[src/sv/ads_pkg.sv]
// ----------------------------------------------------------------------------
// ads_pkg: shared types and constants for the advection-diffusion step
// Widths, register codes, command and line-entry layouts, back-end states.
// ----------------------------------------------------------------------------
package ads_pkg;

  // grid and sample geometry
  localparam int MAX_GRID   = 256;
  localparam int MIN_GRID   = 3;
  localparam int VALUE_BITS = 16;
  localparam int IDX_W      = $clog2(MAX_GRID);
  localparam int CNT_W      = $clog2(MAX_GRID + 1);

  // register and field widths fixed by the formats
  localparam int SIZE_W     = 9;
  localparam int AGAIN_W    = 24;
  localparam int DGAIN_W    = 16;
  localparam int VEL_W      = 16;
  localparam int CFG_DATA_W = 24;
  localparam int CFG_IDX_W  = 3;

  // configuration register indexes
  localparam logic [CFG_IDX_W-1:0] REG_GRID_SIZE   = 3'd0;
  localparam logic [CFG_IDX_W-1:0] REG_ADV_GAIN_X  = 3'd1;
  localparam logic [CFG_IDX_W-1:0] REG_ADV_GAIN_Y  = 3'd2;
  localparam logic [CFG_IDX_W-1:0] REG_DIFF_GAIN_X = 3'd3;
  localparam logic [CFG_IDX_W-1:0] REG_DIFF_GAIN_Y = 3'd4;

  localparam logic [SIZE_W-1:0] GRID_SIZE_RESET = 9'd256;

  // input item codes
  localparam logic FUNC_SAMPLE = 1'b0;
  localparam logic FUNC_DRAIN  = 1'b1;

  // datapath widths; the sum is exact at scale 2^-(32+14)
  localparam int ACC_FRAC   = 32;
  localparam int DIFF_SHIFT = 16;
  localparam int DC_W       = VALUE_BITS + 1;
  localparam int LAP_W      = VALUE_BITS + 3;
  localparam int MX_W       = VEL_W + DC_W;
  localparam int DX_W       = DGAIN_W + 1 + LAP_W;
  localparam int P_W        = AGAIN_W + 1 + MX_W;
  localparam int ACC_W      = AGAIN_W + VEL_W + VALUE_BITS + 3;

  // command queue between front and back
  localparam int CMDQ_DEPTH = 4;
  localparam int CMDQ_PTR_W = $clog2(CMDQ_DEPTH);

  typedef enum logic [0:0] {
    CMD_SAMPLE,
    CMD_DRAIN
  } cmd_kind_t;

  typedef struct packed {
    cmd_kind_t               kind;
    logic                    emit;      // sample that releases a result
    logic                    boundary;  // released cell is on the grid edge
    logic                    last;      // drained cell closes the frame
    logic                    use_mid;   // drained cell lies in the last row
    logic [IDX_W-1:0]        col;
    logic [VALUE_BITS-1:0]   conc;
    logic signed [VEL_W-1:0] vel_x;
    logic signed [VEL_W-1:0] vel_y;
  } cmd_t;

  // one column of the line store
  typedef struct packed {
    logic [VEL_W-1:0]      vel_y;
    logic [VEL_W-1:0]      vel_x;
    logic [VALUE_BITS-1:0] up;
    logic [VALUE_BITS-1:0] mid;
  } entry_t;

  typedef struct packed {
    logic [AGAIN_W-1:0] adv_x;
    logic [AGAIN_W-1:0] adv_y;
    logic [DGAIN_W-1:0] diff_x;
    logic [DGAIN_W-1:0] diff_y;
  } gains_t;

  typedef enum logic [2:0] {
    BK_IDLE,
    BK_ACCESS,
    BK_MUL1,
    BK_MUL2,
    BK_SUM,
    BK_FIN
  } bk_state_t;

endpackage

[src/sv/ads_cmd_queue.sv]
// ----------------------------------------------------------------------------
// ads_cmd_queue: short command queue between front and back
// Plain circular buffer with occupancy count; head is shown combinationally.
// ----------------------------------------------------------------------------
module ads_cmd_queue (
  input  logic          clk,
  input  logic          rst,
  input  logic          wr_en,
  input  ads_pkg::cmd_t wr_cmd,
  output logic          full,
  input  logic          rd_en,
  output ads_pkg::cmd_t rd_cmd,
  output logic          empty
);

  ads_pkg::cmd_t                 slots [ads_pkg::CMDQ_DEPTH];
  logic [ads_pkg::CMDQ_PTR_W-1:0] wr_ptr;
  logic [ads_pkg::CMDQ_PTR_W-1:0] rd_ptr;
  logic [ads_pkg::CMDQ_PTR_W:0]   count;
  logic                          do_wr;
  logic                          do_rd;

  assign full   = (count == (ads_pkg::CMDQ_PTR_W + 1)'(ads_pkg::CMDQ_DEPTH));
  assign empty  = (count == '0);
  assign do_wr  = wr_en && !full;
  assign do_rd  = rd_en && !empty;
  assign rd_cmd = slots[rd_ptr];

  always_ff @(posedge clk) begin
    if (do_wr) begin
      slots[wr_ptr] <= wr_cmd;
    end
  end

  always_ff @(posedge clk) begin
    if (rst) begin
      wr_ptr <= '0;
      rd_ptr <= '0;
      count  <= '0;
    end else begin
      if (do_wr) begin
        wr_ptr <= wr_ptr + ads_pkg::CMDQ_PTR_W'(1);
      end
      if (do_rd) begin
        rd_ptr <= rd_ptr + ads_pkg::CMDQ_PTR_W'(1);
      end
      unique case ({do_wr, do_rd})
        2'b10:   count <= count + (ads_pkg::CMDQ_PTR_W + 1)'(1);
        2'b01:   count <= count - (ads_pkg::CMDQ_PTR_W + 1)'(1);
        default: count <= count;
      endcase
    end
  end

endmodule

[config.mk]
export PLATFORM = sky130hd
export DESIGN_NAME = ads_cmd_queue
export DESIGN_NICKNAME = d
export VERILOG_FILES = /design/src/sv/ads_pkg.sv /design/src/sv/ads_cmd_queue.sv
export SDC_FILE = /design/constraint.sdc
export NUM_CORES = 1
export LEC_CHECK = 0
export BUFFER_PORTS_ARGS = -buffer_cell sky130_fd_sc_hd__buf_2
export CAP_MARGIN = 20
export CORE_UTILIZATION = 51
export DETAILED_ROUTE_END_ITERATION = 7
export PLACE_DENSITY_LB_ADDON = 0.12
export SLEW_MARGIN = 20
export SYNTH_ARGS = -nofsm -noshare
export SYNTH_HDL_FRONTEND = slang
export SYNTH_SLANG_ARGS = --single-unit
[constraint.sdc]
create_clock -name clk -period 2.6 [get_ports clk]
set_input_delay 0.39 -clock clk [delete_from_list [all_inputs] [get_ports clk]]
set_output_delay 0.39 -clock clk [all_outputs]
set_load 0.005 [all_outputs]
==> insert_results.sql, run 1 <==
INSERT INTO impl_metrics (metric_group, metric, value, unit) VALUES
('logic_synthesis', 'synth-async-reset-ratio', '0', ''),
('detailed_routing', 'post-route-drc-count', '0', ''),
('logic_synthesis', 'mappedNetlistArea', '9345', 'sq um'),
('global_route', 'vias_in_the_first_global_route', '4358', ''),
('logic_synthesis', 'avgSynthCellArea', '25.05', 'sq um'),
('detailed_routing', 'drt-met1-wl', '6722', 'um'),
('logic_synthesis', 'synth_top_family_by_area', 'multiplexers', ''),
('detailed_routing', 'first_pass_iters', '4', ''),
('clocking', 'cts.hold.buffers_added', '0', ''),
('clocking', 'cts_inserted_buffers', '25', ''),
('pwr', 'power.density', '936.9', 'nW/um^2'),
('placement', 'globalplace.congestion', '0.6955', ''),
('cells_and_area', 'most-common-layout-cells', '244 x edfxtp_1, 127 x buf_2, 60 x mux4_2, 25 x clkbuf_16', ''),
('timing', 'finalCritPeriodShare', '0.9472', ''),
('run_status', 'status', 'finished clean', ''),
('clocking', 'ctsHtreeMaxLevel', '1', ''),
('logic_synthesis', 'postSynthRegisterBits', '253', ''),
('timing', 'grt_setup_unrepaired', 'false', ''),
('timing', 'relSlewSlack', '0.7359', ''),
('detailed_routing', 'wl_met3', '881', 'um'),
('timing', 'fin_setup_tns', '0', 'ns'),
('die', 'die_x', '137.4', 'um'),
('critical_path', 'ff2ff_setup_slack', '0.41', 'ns'),
('logic_synthesis', 'synth.net_count', '444', ''),
('global_route', 'grt_max_degree', '33', ''),
('detailed_routing', 'met2_wirelength', '7992', 'um'),
('detailed_routing', 'route.top_layer_used', 'met4', ''),
('timing', 'fin_worst_hold_slack', '0.08841', 'ns'),
('logic_synthesis', 'edff_count_synth', '244', ''),
('placement', 'place.port_buffers', '127', ''),
('run', 'max_cap_viol', '0', ''),
('critical_path', 'kind_of_end_point_of_the_critical_path', 'output pin', ''),
('logic_synthesis', 'postSynth.topFlopCell', 'edfxtp_1', ''),
('die', 'floorplan.initialDensity', '0.5202', ''),
('logic_synthesis', 'netlist_instances', '373', ''),
('clocking', 'tritoncts_clock_tree', 'built', ''),
('global_route', 'antenna_found_initial', '0', ''),
('die', 'io-pin-count', '128', ''),
('critical_path', 'rr_endpoint', 'count[2]$_SDFFE_PP0P_', ''),
('clocking', 'clockBufferDepth', '3', ''),
('timing', 'timing_worst_slew_pin_value', '0.3931', 'ns'),
('cells_and_area', 'area_growth', '17.89', '%'),
('logic_synthesis', 'synth_cell_types', '23', ''),
('critical_path', 'worstPathArrival', '2.07', 'ns'),
('die', 'rows', '49', ''),
('timing', 'fin_skew', '0.01837', 'ns'),
('detailed_routing', 'detailroute.via_count', '4145', ''),
('logic_synthesis', 'synth_mux_area_frac', '0.1485', ''),
('critical_path', 'criticalPathCategory', 'flop to output pin', ''),
('detailed_routing', 'antenna_left', '0', ''),
('die', 'die-area', '18870', 'sq um'),
('global_route', 'grt_remaining_overflow', '0', ''),
('critical_path', 'cp-start-kind', 'flop', ''),
('die', 'die_height', '137.4', 'um'),
('logic_synthesis', 'yosys_warn_count', '0', ''),
('cells_and_area', 'nNetsFinal', '596', ''),
('logic_synthesis', 'synthSimpleGateAreaFrac', '0.01071', ''),
('critical_path', 'setup.worst_path.end', 'rd_cmd[37]', ''),
('timing', 'post-route-min-period', '2.463', 'ns'),
('clocking', 'ctsRootBufferMaster', 'clkbuf_16', ''),
('hold_path', 'timing.hold.worst.class', 'primary input to flop', ''),
('global_route', 'track_usage', '0.1723', ''),
('detailed_routing', 'routedWlPerCell', '20.54', 'um'),
('placement', 'hpwl', '9799', 'um'),
('pwr', 'peakVddDrop', '0.0006612', 'V'),
('cells_and_area', 'final_layout_size_suffix_gt1_frac', '0.4407', ''),
('logic_synthesis', 'seq_area_frac_synth', '0.8033', ''),
('critical_path', 'worst_r2r_path_depth', '9', ''),
('timing', 'highest_clock_frequency_the_design_can_meet', '406.1', 'MHz'),
('die', 'core-area', '17960', 'sq um'),
('clocking', 'cts.reportedPaths.clkPinSlew', '0.06', 'ns');
## worst max-delay path, stage by stage (launching register included)
cell	delay, ns
dfxtp_4	0.54
buf_4	0.33
mux4_2	0.54
buf_2	0.14
## worst min path at each step
| stage | endpoint | startpoint | cells past startpoint |
|---|---|---|---|
| after floorplan | flop | rd_ptr[1]$_SDFFE_PP0P_ | 2 |
| after global routing | slots[1][60]$_DFFE_PP_ | wr_cmd[60] | 1 |
| final | slots[1][43]$_DFFE_PP_ | wr_cmd[43] | 1 |
| after CTS | slots[3][33]$_DFFE_PP_ | wr_cmd[33] | 1 |
| after detailed placement | flop | rd_ptr[1]$_SDFFE_PP0P_ | 2 |
| after global placement | flop | rd_ptr[1]$_SDFFE_PP0P_ | 2 |
## flip-flops by register name, summed over array words and instances (netlist names), named ones only
name	count
wr_ptr	2
slots	244
rd_ptr	2
count	3
## metrics by stage
stage	worst slack, ns	power [mW]
after detailed placement	0.4101	7.355
final	0.1374	10.32
after global placement	0.5449	7.310
after floorplan	0.6039	6.609
after CTS	0.06691	10.47
after global routing	0.01272	10.79
## logic make-up after synthesis
kind of cell | count (synthesis)
flip-flops | 253
multiplexers | 62
buffers and inverters | 23
AND/OR/NAND/NOR | 18
AO/OA/AOI/OAI | 8
adder cells (fa/ha/maj) | 6
XOR/XNOR | 3
## cell usage after synthesis, types with 4 or more instances
library cell	number	area [sq um]
edfxtp_1	244	7327
nor2_1	6	22.52
ha_1	5	62.56
and2_1	4	25.02
inv_1	8	30.03
buf_12	6	120.1
mux4_2	60	1351
buf_2	6	30.03
dfxtp_1	9	180.2
a21oi_1	4	20.02
## routing by layer
metal	up-vias	global-route usage
li1	1880	-
met1	2146	0.2301
met2	99	0.2856
met3	20	0.04231
met4	0	0.04396
met5	-	0
## report_power, final
part           internal [mW]  switching, mW
sequential              4.87          0.171
combinational           1.18          0.977
clock                   1.75           1.36
## cell type report
| cell class | instances | area, sq um | area share |
|---|---|---|---|
| clock buffer | 31 | 648.1 | 0.05883 |
| clock inverter | 11 | 55.05 | 0.004997 |
| inverter | 8 | 30.03 | 0.002726 |
| multi-input combinational | 97 | 1649 | 0.1497 |
| sequential | 253 | 7515 | 0.6821 |
| tap | 229 | 286.5 | 0.02601 |
| timing repair buffer | 140 | 833.3 | 0.07564 |
(Power assumes the default switching activity.)
==> run 2: changes to the inputs <==
ABC_AREA = 1   (was unset)
CORE_UTILIZATION = 52   (was 51)
HOLD_SLACK_MARGIN = 0.03   (was unset)
==> insert_results.sql, run 2 <==
INSERT INTO impl_metrics (metric_group, metric, value, unit) VALUES
('critical_path', 'crit_path_cell_trace', 'inv_8 -> buf_12 -> o21ai_0 -> o22ai_2 -> buf_2', ''),
('detailed_routing', 'route.final.wire_length', '19610', 'um'),
('hold_path', 'timing.hold.worst.class', 'primary input to flop', ''),
('logic_synthesis', 'synth_cell_types', '24', ''),
('clocking', 'cts_inserted_buffers', '26', ''),
('logic_synthesis', 'yosysTopAreaCell', 'edfxtp_1', ''),
('clocking', 'tritoncts_clock_tree', 'built', ''),
('die', 'core-area', '18890', 'sq um'),
('timing', 'setup_viol', '0', ''),
('timing', 'timing_worst_slew_pin_value', '0.5410', 'ns'),
('die', 'die_x', '141.5', 'um'),
('clocking', 'clk-insertion-delay-late', '0.52', 'ns'),
('cells_and_area', 'leading_cell_type_in_the_layout_fill_and_taps_excluded', 'edfxtp_1', ''),
('pwr', 'power.share.combinational', '0.235', ''),
('logic_synthesis', 'synth_top_family_by_area', 'compound AO/OA/AOI/OAI gates', ''),
('cells_and_area', 'area_growth', '17.35', '%'),
('logic_synthesis', 'yosys_warn_count', '0', ''),
('global_route', 'track_usage', '0.1989', ''),
('pwr', 'switching_share', '0.2870', ''),
('detailed_routing', 'routedWlPerCell', '18.33', 'um'),
('timing', 'finalWorstSetupSlack', '0.1310', 'ns'),
('cells_and_area', 'nNetsFinal', '860', ''),
('critical_path', 'worst_r2r_path_depth', '12', ''),
('critical_path', 'worstPathArrival', '2.08', 'ns'),
('hold_path', 'hold_depth', '2', ''),
('logic_synthesis', 'synthSimpleGateAreaFrac', '0.08692', ''),
('die', 'die-area', '20020', 'sq um'),
('critical_path', 'cp_max_fo', '45', ''),
('logic_synthesis', 'post-synth-top-area-fraction', '0.7240', ''),
('logic_synthesis', 'seq_area_frac_synth', '0.7418', ''),
('critical_path', 'kind_of_end_point_of_the_critical_path', 'output pin', ''),
('hold_path', 'min_delay_worst_endpoint', 'wr_ptr[0]$_SDFFE_PP0P_', ''),
('die', 'rows', '50', ''),
('clocking', 'ctsRootBufferMaster', 'clkbuf_16', ''),
('logic_synthesis', 'avgSynthCellArea', '15.36', 'sq um'),
('clocking', 'ctsHtreeMaxLevel', '1', ''),
('cells_and_area', 'final_layout_size_suffix_gt1_frac', '0.3325', ''),
('logic_synthesis', 'postSynthRegisterBits', '253', ''),
('pwr', 'pwr-share-seq', '0.449', ''),
('global_route', 'grt_max_degree', '99', ''),
('detailed_routing', 'detailroute.via_count', '5735', ''),
('cells_and_area', 'regMostFlops', 'slots', ''),
('placement', 'place.port_buffers', '127', ''),
('placement', 'globalplace.congestion', '0.7415', ''),
('detailed_routing', 'drt_iter0_drc', '247', ''),
('die', 'die_height', '141.5', 'um'),
('pwr', 'power.leakage', '4.106', 'nW'),
('logic_synthesis', 'mappedNetlistArea', '10120', 'sq um'),
('pwr', 'total_switching_power', '3.187', 'mW'),
('global_route', 'grt_remaining_overflow', '0', ''),
('pwr', 'power.total', '11.10', 'mW'),
('critical_path', 'worst_path_max_stage_delay', '0.45', 'ns'),
('global_route', 'grt_first_pass_wirelength', '30510', 'um'),
('hold_path', 'hold_start', 'rst', ''),
('placement', 'place_ws', '0.6238', 'ns'),
('clocking', 'cts.hold.buffers_added', '0', ''),
('critical_path', 'criticalPathCategory', 'flop to output pin', ''),
('logic_synthesis', 'edff_count_synth', '244', ''),
('logic_synthesis', 'synth-async-reset-ratio', '0', ''),
('clocking', 'cts.sink_count', '253', ''),
('logic_synthesis', 'synth_mux_area_frac', '0', ''),
('detailed_routing', 'antenna_left', '0', ''),
('pwr', 'peakVddDrop', '0.0006159', 'V'),
('timing', 'highest_clock_frequency_the_design_can_meet', '405.0', 'MHz'),
('placement', 'hpwl', '10910', 'um'),
('logic_synthesis', 'synth_common_cells', '244 x edfxtp_1, 93 x o21ai_0, 92 x nor2_1', ''),
('critical_path', 'cpMaxStageDelayCell', 'dfxtp_4', ''),
('logic_synthesis', 'synth.net_count', '730', ''),
('pwr', 'power_frac_clock', '0.315', ''),
('detailed_routing', 'post-route-drc-count', '0', ''),
('timing', 'fin_skew', '0.01020', 'ns'),
('clocking', 'cts.reportedPaths.clkPinSlew', '0.06', 'ns'),
('pwr', 'power.density', '935.1', 'nW/um^2'),
('die', 'io-pin-count', '128', ''),
('logic_synthesis', 'synth_compound_area_frac', '0.1266', ''),
('critical_path', 'ff2ff_setup_slack', '0.61', 'ns'),
('timing', 'grt_setup_unrepaired', 'false', ''),
('logic_synthesis', 'yosysMostFrequentCell', 'edfxtp_1', ''),
('timing', 'relSlewSlack', '0.6385', ''),
('global_route', 'antenna_found_initial', '0', ''),
('critical_path', 'cp-start-kind', 'flop', ''),
('timing', 'timing.final.max_slew_violations', '0', ''),
('critical_path', 'reg2reg_from', 'count[1]$_SDFFE_PP0P_', ''),
('clocking', 'clockBufferDepth', '3', ''),
('detailed_routing', 'viasPerCell', '5.360', ''),
('cells_and_area', 'largest_reg_flops', '244', ''),
('pwr', 'power.internal', '7.917', 'mW'),
('cells_and_area', 'most-common-layout-cells', '244 x edfxtp_1, 127 x buf_2, 93 x o21ai_0, 88 x nor2_1, 44 x nor2_4', ''),
('logic_synthesis', 'post_synth_xor_area_fraction', '0', ''),
('timing', 'post-route-min-period', '2.469', 'ns'),
('timing', 'report.final.hold_viol_count', '0', ''),
('logic_synthesis', 'postSynth.topFlopCell', 'edfxtp_1', ''),
('timing', 'finalCritPeriodShare', '0.9496', ''),
('global_route', 'vias_in_the_first_global_route', '5808', ''),
('logic_synthesis', 'yosys.area_share.adder', '0.008160', ''),
('run_status', 'status', 'finished clean', ''),
('critical_path', 'cp.required', '2.21', 'ns'),
('timing', 'fin_worst_hold_slack', '0.07181', 'ns'),
('logic_synthesis', 'synthTopCellsByArea', 'edfxtp_1 72%, o22ai_2 4.9%, o21ai_0 4.6%', ''),
('detailed_routing', 'first_pass_iters', '5', ''),
('run', 'max_cap_viol', '0', ''),
('critical_path', 'rr_endpoint', 'count[2]$_SDFFE_PP0P_', ''),
('cells_and_area', 'top_registers', 'slots (244), count (3)', ''),
('die', 'floorplan.initialDensity', '0.5356', ''),
('timing', 'fin_setup_tns', '0', 'ns'),
('logic_synthesis', 'netlist_instances', '659', ''),
('clocking', 'buffer_count_from_post_cts_setup_fixing', '0', ''),
('clocking', 'cts-resized-gates', '0', '');
==> run 2: cell count changes in the layout (fill, tap and decap cells not counted), moves of 4 or more <==
cell | before | now
inv_1 | 8 | 18
nand3_1 | 0 | 5
and2_4 | 4 | 0
o22ai_1 | 0 | 21
clkbuf_8 | 0 | 4
nor2_4 | 0 | 44
clkinv_1 | 5 | 1
mux4_2 | 60 | 0
o21ai_1 | 0 | 30
o22ai_2 | 0 | 40
nand2_1 | 1 | 14
nor2_1 | 6 | 88
o21ai_0 | 3 | 93
==> run 2: cells by family after synthesis <==
kind of cell / after synthesis
DFF: 253
AOI/OAI and AO/OA: 190
and+or+nand+nor: 152
buffers and inverters: 58
adders and majority gates: 6
==> run 2: power groups by stage <==
| stage | Combinational [mW] | Sequential (mW) | Clock [mW] |
|---|---|---|---|
| floorplan | 1.79 | 5.02 | 0 |
| finish | 2.62 | 4.99 | 3.50 |
| global placement | 2.58 | 5.06 | 0 |
| CTS | 2.67 | 4.98 | 3.56 |
| global route | 2.89 | 5.02 | 3.72 |
| detailed placement | 2.65 | 5.07 | 0 |
==> run 2: cell type report <==
class | count | area, sq um
Antenna cell | 1 | 2.502
Inverter | 20 | 83.83
Fill cell | 1424 | 7018
Clock inverter | 10 | 88.84
Clock buffer | 38 | 735.7
Multi-Input combinational cell | 348 | 2273
Sequential cell | 253 | 7512
Tap cell | 260 | 325.3
Timing Repair Buffer | 140 | 853.3
==> run 2: through the flow <==
stage          instances  utilization  instance area, sq um
6_report            1070       0.6285                 11880
5_1_grt             1069       0.6284                 11870
4_1_cts             1069       0.6279                 11860
3_5_place_dp        1021       0.5842                 11040
3_3_place_gp        1021       0.5842                 11040
2_1_floorplan        659            -                 10130
==> run 2: worst max-delay path by stage <==
stage / endpoint / slack, ns / depth (start not counted)
2_1_floorplan: slots[0][0]$_DFFE_PP_ / -0.03 / 4
3_3_place_gp: rd_cmd[43] / 0.66 / 5
3_5_place_dp: count[2]$_SDFFE_PP0P_ / 0.62 / 12
4_1_cts: rd_cmd[47] / 0.05 / 5
5_1_grt: rd_cmd[14] / 0.03 / 4
6_report: rd_cmd[47] / 0.13 / 5
==> run 2: worst max-delay path, delay by kind of cell, from the launching register on <==
family	cells	cell delay [ns]
AO/OA/AOI/OAI	2	0.29
buffers and inverters	3	0.76
flip-flops	1	0.45
==> run 2: metal layers <==
metal,track usage,part of all wire
met5,0,0
met1,0.2539,0.42
met2,0.3465,0.51
met4,0.05772,0.016
met3,0.03949,0.052
