`src/sv/ads_pkg.sv`:
```
// ----------------------------------------------------------------------------
// ads_pkg: shared types and constants for the advection-diffusion step
// Widths, register codes, command and line-entry layouts, back-end states.
// ----------------------------------------------------------------------------
package ads_pkg;

  // grid and sample geometry
  localparam int MAX_GRID   = 256;
  localparam int MIN_GRID   = 3;
  localparam int VALUE_BITS = 16;
  localparam int IDX_W      = $clog2(MAX_GRID);
  localparam int CNT_W      = $clog2(MAX_GRID + 1);

  // register and field widths fixed by the formats
  localparam int SIZE_W     = 9;
  localparam int AGAIN_W    = 24;
  localparam int DGAIN_W    = 16;
  localparam int VEL_W      = 16;
  localparam int CFG_DATA_W = 24;
  localparam int CFG_IDX_W  = 3;

  // configuration register indexes
  localparam logic [CFG_IDX_W-1:0] REG_GRID_SIZE   = 3'd0;
  localparam logic [CFG_IDX_W-1:0] REG_ADV_GAIN_X  = 3'd1;
  localparam logic [CFG_IDX_W-1:0] REG_ADV_GAIN_Y  = 3'd2;
  localparam logic [CFG_IDX_W-1:0] REG_DIFF_GAIN_X = 3'd3;
  localparam logic [CFG_IDX_W-1:0] REG_DIFF_GAIN_Y = 3'd4;

  localparam logic [SIZE_W-1:0] GRID_SIZE_RESET = 9'd256;

  // input item codes
  localparam logic FUNC_SAMPLE = 1'b0;
  localparam logic FUNC_DRAIN  = 1'b1;

  // datapath widths; the sum is exact at scale 2^-(32+14)
  localparam int ACC_FRAC   = 32;
  localparam int DIFF_SHIFT = 16;
  localparam int DC_W       = VALUE_BITS + 1;
  localparam int LAP_W      = VALUE_BITS + 3;
  localparam int MX_W       = VEL_W + DC_W;
  localparam int DX_W       = DGAIN_W + 1 + LAP_W;
  localparam int P_W        = AGAIN_W + 1 + MX_W;
  localparam int ACC_W      = AGAIN_W + VEL_W + VALUE_BITS + 3;

  // command queue between front and back
  localparam int CMDQ_DEPTH = 4;
  localparam int CMDQ_PTR_W = $clog2(CMDQ_DEPTH);

  typedef enum logic [0:0] {
    CMD_SAMPLE,
    CMD_DRAIN
  } cmd_kind_t;

  typedef struct packed {
    cmd_kind_t               kind;
    logic                    emit;      // sample that releases a result
    logic                    boundary;  // released cell is on the grid edge
    logic                    last;      // drained cell closes the frame
    logic                    use_mid;   // drained cell lies in the last row
    logic [IDX_W-1:0]        col;
    logic [VALUE_BITS-1:0]   conc;
    logic signed [VEL_W-1:0] vel_x;
    logic signed [VEL_W-1:0] vel_y;
  } cmd_t;

  // one column of the line store
  typedef struct packed {
    logic [VEL_W-1:0]      vel_y;
    logic [VEL_W-1:0]      vel_x;
    logic [VALUE_BITS-1:0] up;
    logic [VALUE_BITS-1:0] mid;
  } entry_t;

  typedef struct packed {
    logic [AGAIN_W-1:0] adv_x;
    logic [AGAIN_W-1:0] adv_y;
    logic [DGAIN_W-1:0] diff_x;
    logic [DGAIN_W-1:0] diff_y;
  } gains_t;

  typedef enum logic [2:0] {
    BK_IDLE,
    BK_ACCESS,
    BK_MUL1,
    BK_MUL2,
    BK_SUM,
    BK_FIN
  } bk_state_t;

endpackage

```
`src/sv/ads_front.sv`:
```
// ----------------------------------------------------------------------------
// ads_front: input side of the stencil step
// Tracks sample and result positions, classifies each beat, builds commands.
// ----------------------------------------------------------------------------
module ads_front (
  input  logic                          clk,
  input  logic                          rst,
  input  logic                          restart,
  input  logic [ads_pkg::CNT_W-1:0]     grid_n,
  input  logic                          push,
  output logic                          full,
  input  logic                          func,
  input  logic [ads_pkg::VALUE_BITS-1:0] concentration,
  input  logic signed [ads_pkg::VEL_W-1:0] vel_x,
  input  logic signed [ads_pkg::VEL_W-1:0] vel_y,
  input  logic                          q_full,
  output logic                          q_push,
  output ads_pkg::cmd_t                 q_cmd
);

  logic [ads_pkg::CNT_W-1:0] in_row;
  logic [ads_pkg::IDX_W-1:0] in_col;
  logic [ads_pkg::IDX_W-1:0] out_row;
  logic [ads_pkg::IDX_W-1:0] out_col;

  logic                      accept;
  logic                      is_sample;
  logic                      is_drain;
  logic                      emit;
  logic                      boundary;
  logic                      in_col_wrap;
  logic                      out_col_wrap;
  logic                      last_row;
  logic                      last_cell;
  logic [ads_pkg::CNT_W-1:0] n_minus1;

  assign full     = q_full;
  assign accept   = push && !q_full;
  assign n_minus1 = grid_n - ads_pkg::CNT_W'(1);

  // a sample past the frame's last row behaves as a drain
  assign is_sample = (func == ads_pkg::FUNC_SAMPLE) && (in_row < grid_n);
  assign is_drain  = !is_sample && (in_row >= grid_n);

  // result lags one row plus one cell
  assign emit = (in_row >= ads_pkg::CNT_W'(2)) ||
                ((in_row == ads_pkg::CNT_W'(1)) && (in_col != '0));

  assign last_row  = (ads_pkg::CNT_W'(out_row) == n_minus1);
  assign last_cell = last_row && (ads_pkg::CNT_W'(out_col) == n_minus1);
  assign boundary  = (out_row == '0) || last_row || (out_col == '0) ||
                     (ads_pkg::CNT_W'(out_col) == n_minus1);

  assign in_col_wrap  = (ads_pkg::CNT_W'(in_col) == n_minus1);
  assign out_col_wrap = (ads_pkg::CNT_W'(out_col) == n_minus1);

  always_comb begin
    q_push         = accept && (is_sample || is_drain);
    q_cmd.kind     = is_sample ? ads_pkg::CMD_SAMPLE : ads_pkg::CMD_DRAIN;
    q_cmd.emit     = is_sample ? emit : 1'b1;
    q_cmd.boundary = boundary;
    q_cmd.last     = last_cell;
    q_cmd.use_mid  = last_row;
    q_cmd.col      = is_sample ? in_col : out_col;
    q_cmd.conc     = concentration;
    q_cmd.vel_x    = vel_x;
    q_cmd.vel_y    = vel_y;
  end

  always_ff @(posedge clk) begin
    if (rst || restart) begin
      in_row  <= '0;
      in_col  <= '0;
      out_row <= '0;
      out_col <= '0;
    end else if (accept) begin
      if (is_sample) begin
        if (in_col_wrap) begin
          in_col <= '0;
          in_row <= in_row + ads_pkg::CNT_W'(1);
        end else begin
          in_col <= in_col + ads_pkg::IDX_W'(1);
        end
      end
      if ((is_sample && emit) || (is_drain && !last_cell)) begin
        if (out_col_wrap) begin
          out_col <= '0;
          out_row <= out_row + ads_pkg::IDX_W'(1);
        end else begin
          out_col <= out_col + ads_pkg::IDX_W'(1);
        end
      end else if (is_drain && last_cell) begin
        // frame closed: start over
        in_row  <= '0;
        in_col  <= '0;
        out_row <= '0;
        out_col <= '0;
      end
    end
  end

endmodule

```
`config.mk`:
```
export PLATFORM = sky130hd
export DESIGN_NAME = ads_front
export DESIGN_NICKNAME = d
export VERILOG_FILES = /design/src/sv/ads_pkg.sv /design/src/sv/ads_front.sv
export SDC_FILE = /design/constraint.sdc
export NUM_CORES = 1
export LEC_CHECK = 0
export ABC_AREA = 1
export BUFFER_PORTS_ARGS = -buffer_cell sky130_fd_sc_hd__clkbuf_2
export CAP_MARGIN = 0
export CORE_MARGIN = 2
export CORE_UTILIZATION = 39
export DETAILED_ROUTE_END_ITERATION = 8
export GPL_ROUTABILITY_DRIVEN = 0
export PLACE_DENSITY = 0.78
export SETUP_SLACK_MARGIN = 0.02
export SYNTH_ARGS = -nofsm -noshare
export SYNTH_HDL_FRONTEND = slang
export SYNTH_SLANG_ARGS = --single-unit
```
`constraint.sdc`:
```
create_clock -name clk -period 2.1 [get_ports clk]
set_clock_uncertainty 0.15 [all_clocks]
set_input_delay 0.105 -clock clk [delete_from_list [all_inputs] [get_ports clk]]
set_output_delay 0.105 -clock clk [all_outputs]
set_load 0.1 [all_outputs]
```
==> results of run 1 <==
==> power by group through the flow <==
stage	Sequential, W	Clock [W]	Combinational [W]
6_report	0.000624	0.000740	0.000431
5_1_grt	0.000624	0.000767	0.000455
4_1_cts	0.000624	0.000736	0.000389
3_5_place_dp	0.000642	0	0.000331
3_3_place_gp	0.000642	0	0.000323
2_1_floorplan	0.000642	0	0.000626
==> sequential cells by signal (all words and copies together) (netlist names) <==
name,flops
in_row,9
out_col,8
out_row,8
in_col,8
==> worst max-delay path: stages (launching register included) <==
cell and delay (ps):
dfxtp_2 350, ha_4 300, nand2_4 60, nor2_4 120, nand4_1 120, nand4_1 110
buf_6 150, buf_4 140, nor2_4 50, nor2_4 150, buf_8 170, inv_6 60
nor2_2 120, xor2_1 190, nor2_1 60
==> cell type report <==
| type | instances | area [um^2] |
|---|---|---|
| clock buffers | 5 | 68.8 |
| fillers | 650 | 3560 |
| inverters | 77 | 304 |
| well taps | 108 | 135 |
| repair buffers | 134 | 1250 |
| multi-input cells | 392 | 2660 |
| flip-flops and latches | 33 | 683 |
| clock inverters | 3 | 65.1 |
==> cell usage after synthesis <==
library cell / count
nand3_4: 1
buf_6: 1
nor4_1: 5
nor2_1: 57
ha_1: 19
a21oi_1: 20
dfxtp_1: 33
a31oi_1: 1
xnor2_1: 1
nand4_1: 26
inv_2: 5
o2111ai_1: 1
o21ai_0: 15
nand2_1: 133
nor2_4: 4
buf_1: 1
buf_4: 52
inv_1: 71
nor2_8: 1
nor2_2: 4
buf_2: 3
nand3_2: 1
o21a_1: 1
nand2_2: 7
clkinv_1: 1
nor3_1: 7
clkbuf_1: 8
nand3_1: 52
o21ai_2: 4
nand3b_1: 4
nand2_4: 4
or2_2: 1
xor2_1: 18
and2_1: 2
o21bai_1: 2
==> what timing repair did <==
item                                    4_1_cts  5_1_grt
gates cloned                                  1        1
pin swaps                                    26       32
endpoints found under the setup margin       47       47
gates resized for setup                      90       50
setup buffers                                15        6
==> through the flow <==
step	utilization (%)	hold WS [ps]
floorplan	-	195
global placement	50.2	60.7
detailed placement	50.2	60.7
CTS	56.8	60.7
global route	59.2	60.1
finish	59.2	60.0
==> worst max path at each step <==
stage | end | startpoint | cells after the start
global placement | out_col[7] | grid_n[1] | 18
global route | out_col[6] | in_row[8] | 14
CTS | q_cmd[48] | in_row[8] | 10
finish | out_col[6] | in_row[8] | 14
floorplan | q_cmd[48] | in_row[6] | 7
detailed placement | out_col[6] | grid_n[1] | 18
==> per-layer routing <==
layer / wire [um] / vias up / part of all wire (%)
met4: 958 / 0 / 7.3
met2: 6250 / 273 / 48
met3: 1190 / 96 / 9.1
li1: - / 1910 / -
met5: 0 / - / 0
met1: 4750 / 1950 / 36
==> cell families (layout without fill, tap and decap cells) <==
kind of cell | after synthesis | after routing | synth area share [%]
flip-flops | 33 | 33 | 18.8
AO/OA/AOI/OAI | 44 | 44 | 7.06
AND/OR/NAND/NOR | 309 | 310 | 41.5
adder cells (fa/ha/maj) | 19 | 19 | 6.77
XOR/XNOR | 19 | 19 | 4.74
buffers and inverters | 142 | 219 | 21.1
==> impl_results.md, run 1 <==
* Status: finished with violations
* Failing checks: negative setup slack
* Syn_area_per_cell at 6.20 um^2
* R2R depth at 14
* Worst hold path class: primary input to primary output
* Largest net degree at the start of global routing at 14
* Share of cells above drive strength 1 at a little over two fifths
* Dominant cell type by area after synthesis: dfxtp_1
* Gate power share at a little under a quarter
* Reg2reg start: in_row[8]
* Syn nets at roughly 650
* Layer with the highest usage: met2
* Routing usage on met3 at roughly 5.6%
* Vias per cell at 5.62
* Die width at 98.9 um
* Final period util at 116%
* Fin nets at about 730
* # setup viols final at 47
* CTS Buffer Depth at 2
* Max-slew violations at 0
* WP data required at 2140 ps
* Initial antenna violation count at 0
* Drt total wl at approximately 13000 um
* CTS Buf Count at 5
* R2R Path End: out_col[6]
* First-pass iteration count of the detailed router at 5
* Switching Share at 29.4%
* Ys Warns at 0
* Initial cell density of the core at a little over 40%
* Most common cell after layout, fill and taps aside: nand2_1
* Die height at ~99 um
* CTS root buf: clkbuf_8
* Crit end category: register
* Psw at ~0.00053 W
* DR vias at between 4k and 5k
* P per Cell Area at approximately 350 nW/um^2
* Pwr Total at ~0.0018 W
* CTS tree: done
* Setup TNS at -11350 ps
* Design area at approximately 5200 um^2
* Clock power frac at between 40% and 50%
* Endpoints failing hold at 0
* Sequential cell area fraction in the yosys report at between 10% and 20%
* FP Rows at 34
* R2R setup slack at -340 ps
* Fin worst setup slack at -337 ps
* Crit path max fanout at 6
* Die Area at approximately 9800 um^2
* Hold Path Cell Cnt at 0
* Clock Latency Late Sink at approximately 300 ps
* Hold_buf cts at 0
* Crit path DAT at between 2000 and 2500 ps
* Sequential share of power at 34.8%
* Layout Cells excl Fill at 752
* Grt met2 use at a little over two fifths
* Sink Count at 33
* Number of global-route vias before repair at between 4k and 5k
* Hold Path Origin: vel_y[13]
* Crit path kind: register to register
* Hold EP: q_cmd[13]
* Mapped cell area at 3510 um^2
* Wirelength per Cell at 17.5 um
* Ant diodes at 0
* FMAX at about 0.41 GHz
* IO Port Bufs at 29
* Area Growth Syn to Fin at 47.2%
* CP startpoint kind: register
* Grt total ovfl at 0
* RSZ-0062 raised after global routing: true
* H-tree levels at 2
* Half-perimeter wire length after placement at ~8500 um
* Most frequent cells in the layout: nand2_1, buf_4, inv_1
* DP Worst Slack at -303 ps
* Max Cap Viol at 0
* Placed inst area at approximately 4400 um^2
* Clk pin slew, worst setup/hold paths at roughly 70 ps
* Synthesized instance count at roughly 570
* Number of routed nets with antenna violations at 0
* DRC violations left at 0
* Largest cells by area after synthesis: dfxtp_1, nand2_1, buf_4, inv_1, nand3_1
* First DRT Iteration DRCs at 324
* Placed Cells at 725
* Transition time at the pin with the least slew margin at roughly 540 ps
* Min Tclk post-route at 2440 ps
* Synth top area share at 18.8%
* Max-slew headroom at between 60 and 70%
* Synth Register Bits at 33
* First-pass GRT wire length at ~19000 um
* Met1 Use GR at between 20% and 30%
* Core ar. at slightly below 9000 um^2
* Synth cell types at 35
* Peak supply drop at approximately 0.22 mV
* Leakage power at 2.32 nW
* Total track usage at 24.7%
* Int Pwr at between 0.001 and 0.0015 W
* Num ports at 126
Power figures use the tool's default switching activity.
==> run 2, diff against run 1 <==
--- a/config.mk
+++ b/config.mk
@@ -10,3 +10,3 @@
 export CAP_MARGIN = 0
-export CORE_MARGIN = 2
+export CORE_MARGIN = 4
 export CORE_UTILIZATION = 39
==> constraint.sdc (replaced) <==
create_clock -name clk -period 2.1 [get_ports clk]
set_clock_uncertainty 0.15 [all_clocks]
set_input_delay 0 -clock clk [delete_from_list [all_inputs] [get_ports clk]]
set_output_delay 0 -clock clk [all_outputs]
set_load 0.1 [all_outputs]
==> run 2 against run 1 <==
Compared with the run above:
- the flow still finishes with violations (negative setup slack)
- global-route usage down 0.75 points
- fmax up 4.9%
- die area up 8.3%
- combinational power up 100%
- non-clock buffer count up 55
- utilization up 6.3 points
- critical path depth up 2
- final cell count up 7.0%
- worst setup slack better by 110 ps
- routed wire length up 6.3%
- sequential power about the same
- largest cell class unchanged
- largest power group is now combinational logic
==> impl_results.md, run 2 (same netlist as run 1, synthesis figures left out) <==
* Status: finished with violations
* Failing checks: negative setup slack
* Hold Path Origin: restart
* Initial cell density of the core at 40.2% (unchanged)
* IO Port Bufs at 29 (unchanged)
* FMAX at 0.430 GHz (+4.9%)
* Int Pwr at 0.00111 W (-13%)
* R2R Path End: out_row[4]
* Endpoints failing hold at 0 (unchanged)
* Crit path kind: register to register
* Reg2reg start: in_row[6]
* P per Cell Area at 350 nW/um^2 (+0.75%)
* Sequential share of power at 31.2% (-3.6 points)
* Hold EP: in_row[4]
* Crit path DAT at 2400 ps (-80 ps)
* # setup viols final at 44 (-6.4%)
* Share of cells above drive strength 1 at 41.9% (-0.19 points)
* Gate power share at 43.4% (+19 points)
* Core ar. at 8720 um^2 (unchanged)
* Switching Share at 44.7% (+15 points)
* Peak supply drop at 0.308 mV (+40%)
* H-tree levels at 2 (unchanged)
* Area Growth Syn to Fin at 62.7%
* Clk pin slew, worst setup/hold paths at 70 ps (about the same)
* Fin nets at 779 (+7.4%)
* Pwr Total at 0.00200 W (+11%)
* CTS tree: done
* Worst hold path class: primary input to register
* Total track usage at 24.0% (-0.75 points)
* R2R setup slack at -220 ps (+110 ps)
* Most common cell after layout, fill and taps aside: nand2_1
* FP Rows at 34 (unchanged)
* Most frequent cells in the layout: nand2_1, buf_4, inv_1
* Half-perimeter wire length after placement at 8410 um (-0.84%)
* Fin worst setup slack at -224 ps (+114 ps)
* First-pass iteration count of the detailed router at 7 (+2)
* WP data required at 2170 ps (+30 ps)
* Number of global-route vias before repair at 4463 (+10%)
* Max-slew headroom at 33.6% (-31 points)
* Biggest register: in_row
* Min Tclk post-route at 2320 ps (-114 ps)
* Die height at 103 um (+4.0%)
* Clock power frac at 25.4% (-16 points)
* CP Launch Point: in_row[6]
* Die Area at 10600 um^2 (+8.3%)
* First-pass GRT wire length at 20400 um (+5.2%)
* RSZ-0062 raised after global routing: true
* Initial antenna violation count at 0 (unchanged)
* CTS Buffer Depth at 2 (unchanged)
* Max-slew violations at 0 (unchanged)
* DR vias at 4532 (+7.2%)
* Max Cap Viol at 0 (unchanged)
* Transition time at the pin with the least slew margin at 993 ps (+452 ps)
* CP startpoint kind: register
* DRC violations left at 0 (unchanged)
* Psw at 0.000894 W (+69%)
* R2R depth at 16 (+2)
* Final period util at 111% (-5.4 points)
* Grt total ovfl at 0 (unchanged)
* Max reg flops at 9 (unchanged)
* Ant diodes at 0 (unchanged)
* Num ports at 126 (unchanged)
* Sink Count at 33 (unchanged)
* Wirelength per Cell at 17.4 um (-0.68%)
* CTS Buf Count at 5 (unchanged)
* Final core occ at 65.5% (+6.3 points)
* Drt total wl at 14000 um (+6.3%)
* Crit end category: register
* First DRT Iteration DRCs at 454 (+40%)
* Largest net degree at the start of global routing at 16 (+2)
* Die width at 103 um (+4.0%)
* CTS root buf: clkbuf_8
* Crit path max fanout at 5 (-1)
* Hold Path Cell Cnt at 5 (+5)
* Vias per cell at 5.63 (+0.11%)
* Leakage power at 2.54 nW (+9.8%)
* Clock Latency Late Sink at 290 ps (about the same)
* Number of routed nets with antenna violations at 0 (unchanged)
run 2: cell types whose count changed in the layout (fill, tap and decap cells not counted), sizes merged:
cell / before / now
buf: 118 / 124
nand2: 145 / 144
clkbuf: 21 / 22
inv: 76 / 75
clkinv: 2 / 1
bufinv: 2 / 0
clkinvlp: 0 / 1
dlygate4sd3: 0 / 50
run 2: critical path, stage by stage, from the launching register on:
cell,delay [ps]
dfxtp_4,360
ha_4,300
nand2_4,70
nor2_4,100
nand4_1,120
buf_4,170
nand3_4,100
buf_6,100
inv_2,40
nor2_4,120
nand2_4,70
nand2_4,70
nand2_4,60
nand2_4,100
buf_6,130
nand2_2,50
a21oi_2,130
run 2: layout make-up:
cell class,instances,area (um^2)
Tap cell,108,135
Clock buffer,7,86.3
Sequential cell,33,688
Timing Repair Buffer,189,1780
Fill cell,622,3010
Multi-Input combinational cell,391,2710
Inverter,77,313
run 2: power groups by stage:
stage / logic, W / clock network, W / registers [W]
after global placement: 0.000319 / 0 / 0.000642
after floorplan: 0.000618 / 0 / 0.000642
final: 0.000869 / 0.000508 / 0.000623
after detailed placement: 0.000327 / 0 / 0.000642
after CTS: 0.000817 / 0.000510 / 0.000627
after global routing: 0.000897 / 0.000526 / 0.000623
run 2: metrics by stage:
stage / instance area, um^2 / worst slack, ps / TNS, ps / std cells / hold WS, ps
after CTS: 5370 / -148 / -2440 / 796 / 54.4
final: 5710 / -224 / -6830 / 805 / 37.5
after global placement: 4290 / -507 / -12520 / 725 / -149
after floorplan: 3610 / -19.4 / -124 / 566 / 61.5
after detailed placement: 4290 / -700 / -17010 / 725 / -149
after global routing: 5710 / -320 / -10540 / 805 / 72.8
run 2: layer usage:
metal  vias up  wire (um)  track usage, %
li1       2032          -               -
met1      2069       4820            25.9
met2       323       7180            43.5
met3       108       1120            4.06
met4         0        860            14.2
met5         -          0               0
run 2: worst max path at each step:
| stage | endpoint | cells past startpoint |
|---|---|---|
| floorplan | q_cmd[49] | 7 |
| global placement | out_col[5] | 12 |
| detailed placement | out_col[6] | 12 |
| CTS | q_cmd[53] | 11 |
| global route | out_row[4] | 16 |
| finish | out_row[4] | 16 |
run 2: what timing repair did:
item                       CTS  global route
gates resized for setup    101            76
setup endpoints to repair   46            46
setup buffers               15            10
hold endpoints to repair    57             0
hold buffers                50             0
pin swaps                   33            37
==> run 3, diff against run 2 <==
- CELL_PAD_IN_SITES_DETAIL_PLACEMENT: not set -> 1
- CELL_PAD_IN_SITES_GLOBAL_PLACEMENT: not set -> 1
- CORE_MARGIN: 4 -> 2
- CORE_UTILIZATION: 39 -> 31
- PLACE_DENSITY: 0.78 -> 0.88
==> run 3 against run 2 <==
Compared with the run above:
- the run still ends with negative setup slack left
- worst setup slack worse by 250 ps
- fmax is 9.6% lower
- sequential power is 0.6% higher
- power is 15% higher
- largest cell class unchanged
- sequential share of layout area is 0.27 points lower
- count of clock-buffer cells in the layout is 1 lower
- global-route usage is 6.4 points higher
- critical path depth is 5 lower
- final area is 0.39% higher
- worst hold slack worse by 6.4 ps
- register-to-register slack worse by 240 ps
==> impl_results.md, run 3 (same netlist as run 1, synthesis figures left out) <==
* Fin nets at 773 (-0.77%)
* Peak supply drop at 0.350 mV (+13%)
* Drt total wl at 19400 um (+39%)
* First-pass GRT wire length at 29000 um (+42%)
* Max Cap Viol at 0 (unchanged)
* # setup viols final at 47 (+6.8%)
* Met1 Use GR at 30.3% (+4.4 points)
* Largest net degree at the start of global routing at 14 (-2)
* Number of global-route vias before repair at 5169 (+16%)
* Die Area at 12200 um^2 (+15%)
* Clock power frac at 32.7% (+7.3 points)
* Min Tclk post-route at 2570 ps (+246 ps)
* Share of cells above drive strength 1 at 39.9% (-2.0 points)
* Grt met2 use at 53.9% (+10 points)
* Die width at 110 um (+7.3%)
* Clk pin slew, worst setup/hold paths at 60 ps (about the same)
* Worst hold path class: primary input to register
* P per Cell Area at 399 nW/um^2 (+14%)
* Number of routed nets with antenna violations at 0 (unchanged)
* Biggest register: in_row
* Ant diodes at 0 (unchanged)
* CP startpoint kind: register
* DRC violations left at 0 (unchanged)
* Area Growth Syn to Fin at 63.4%
* Sink Count at 33 (unchanged)
* Failing checks: negative setup slack
* Vias per cell at 5.71 (+1.3%)
* RSZ-0062 raised after global routing: true
* Core ar. at 10900 um^2 (+25%)
* CTS root buf: clkbuf_16
* Switching Share at 43.5% (-1.2 points)
* FP Rows at 38 (+12%)
* Psw at 0.000996 W (+11%)
* Routing usage on met3 at 6.04% (+2.0 points)
* DR vias at 4747 (+4.7%)
* Wirelength per Cell at 23.4 um (+35%)
* Initial cell density of the core at 32.1% (-8.2 points)
* Leakage power at 2.59 nW (+1.7%)
* Int Pwr at 0.00129 W (+17%)
* Total track usage at 30.3% (+6.4 points)
* Grt total ovfl at 0 (unchanged)
* CTS tree: done
* Crit path kind: register to primary output
* Num ports at 126 (unchanged)
* Fin worst setup slack at -469 ps (-246 ps)
* CTS Buf Count at 5 (unchanged)
* Die height at 110 um (+7.3%)
* Clock Latency Late Sink at 300 ps (about the same)
* First DRT Iteration DRCs at 299 (-34%)
* Initial antenna violation count at 0 (unchanged)
* Transition time at the pin with the least slew margin at 1010 ps (+17.3 ps)
* Most common cell after layout, fill and taps aside: nand2_1
* Max-slew violations at 0 (unchanged)
* CTS Buffer Depth at 2 (unchanged)
* DP Worst Slack at -602 ps (+97.1 ps)
* Endpoints failing hold at 0 (unchanged)
* Status: finished with violations
* Gate power share at 40.0% (-3.4 points)
* Max-slew headroom at 32.4% (-1.2 points)
* FMAX at 0.389 GHz (-9.6%)
* IO Port Bufs at 29 (unchanged)
* WP data required at 1950 ps (-220 ps)
* H-tree levels at 2 (unchanged)
* First-pass iteration count of the detailed router at 8 (+1)
* Crit path max fanout at 6 (+1)
* Half-perimeter wire length after placement at 10800 um (+28%)
* Max reg flops at 9 (unchanged)
* Layer with the highest usage: met2
* Crit end category: primary output
* Pwr Total at 0.00229 W (+15%)
* Final period util at 122% (+12 points)
* Crit path DAT at 2420 ps (+20 ps)
* Most frequent cells in the layout: nand2_1, buf_4, inv_1
* Sequential share of power at 27.4% (-3.8 points)
[run 3: cell types whose count changed in the layout (fill, tap and decap cells not counted), sizes merged]
cell / delta
buf: -5
clkinv: +2
inv: +1
dlygate4sd3: -2
clkinvlp: -1
[run 3: cell type report]
class	count	area, um^2
inverter	77	299
timing repair buffer	183	1770
clock inverter	2	10.0
tap	140	175
multi-input combinational	391	2680
clock buffer	6	129
fill	1336	5200
sequential	33	676
[run 3: timing repair]
action / in CTS / in global routing
buffers inserted: 16 / 2
hold buffers: 48 / 0
pin swaps: 29 / 16
gates resized for setup: 108 / 49
cloned: 1 / 1
hold endpoints to repair: 48 / 0
endpoints found under the setup margin: 46 / 47
[run 3: power groups by stage]
stage / Sequential, W / Clock, W / Combinational, W
6_report: 0.000627 / 0.000748 / 0.000916
5_1_grt: 0.000626 / 0.000781 / 0.000937
4_1_cts: 0.000627 / 0.000728 / 0.000845
3_5_place_dp: 0.000642 / 0 / 0.000343
3_3_place_gp: 0.000642 / 0 / 0.000322
2_1_floorplan: 0.000642 / 0 / 0.000618
[run 3: metal layers]
| metal | routed length [um] | up-vias |
|---|---|---|
| met5 | 0 | - |
| met4 | 1880 | 0 |
| met3 | 1280 | 142 |
| met2 | 9670 | 319 |
| met1 | 6600 | 2277 |
| li1 | - | 2009 |
[run 3: critical path, stage by stage, from the launching register on]
cell and delay (ps):
dfxtp_1 330, ha_1 310, nand2_1 90, inv_1 70
nand4_1 120, nand4_1 250, buf_6 230, buf_12 140
nor2_4 140, buf_6 130, o21bai_4 120, buf_12 190
[run 3: worst paths after layout]
check | slack, ps | from | depth (start not counted) | end
max | -470 | in_row[1] | 11 | q_cmd[48]
min | 30 | restart | 5 | in_row[7]
max reg2reg | -460 | in_row[1] | 14 | in_col[5]
min reg2reg | 360 | out_row[6] | 2 | out_row[6]
[run 3: per-stage QoR]
stage / hold WS, ps / util (%) / instance area, um^2 / instances / setup TNS (ps)
finish: 31.1 / 52.4 / 5730 / 832 / -16470
global route: 50.8 / 52.4 / 5730 / 832 / -19170
CTS: 27.1 / 50.6 / 5540 / 831 / -6590
detailed placement: -149 / 39.7 / 4350 / 758 / -17190
global placement: -149 / 39.7 / 4350 / 758 / -7230
floorplan: 61.5 / - / 3610 / 566 / -124
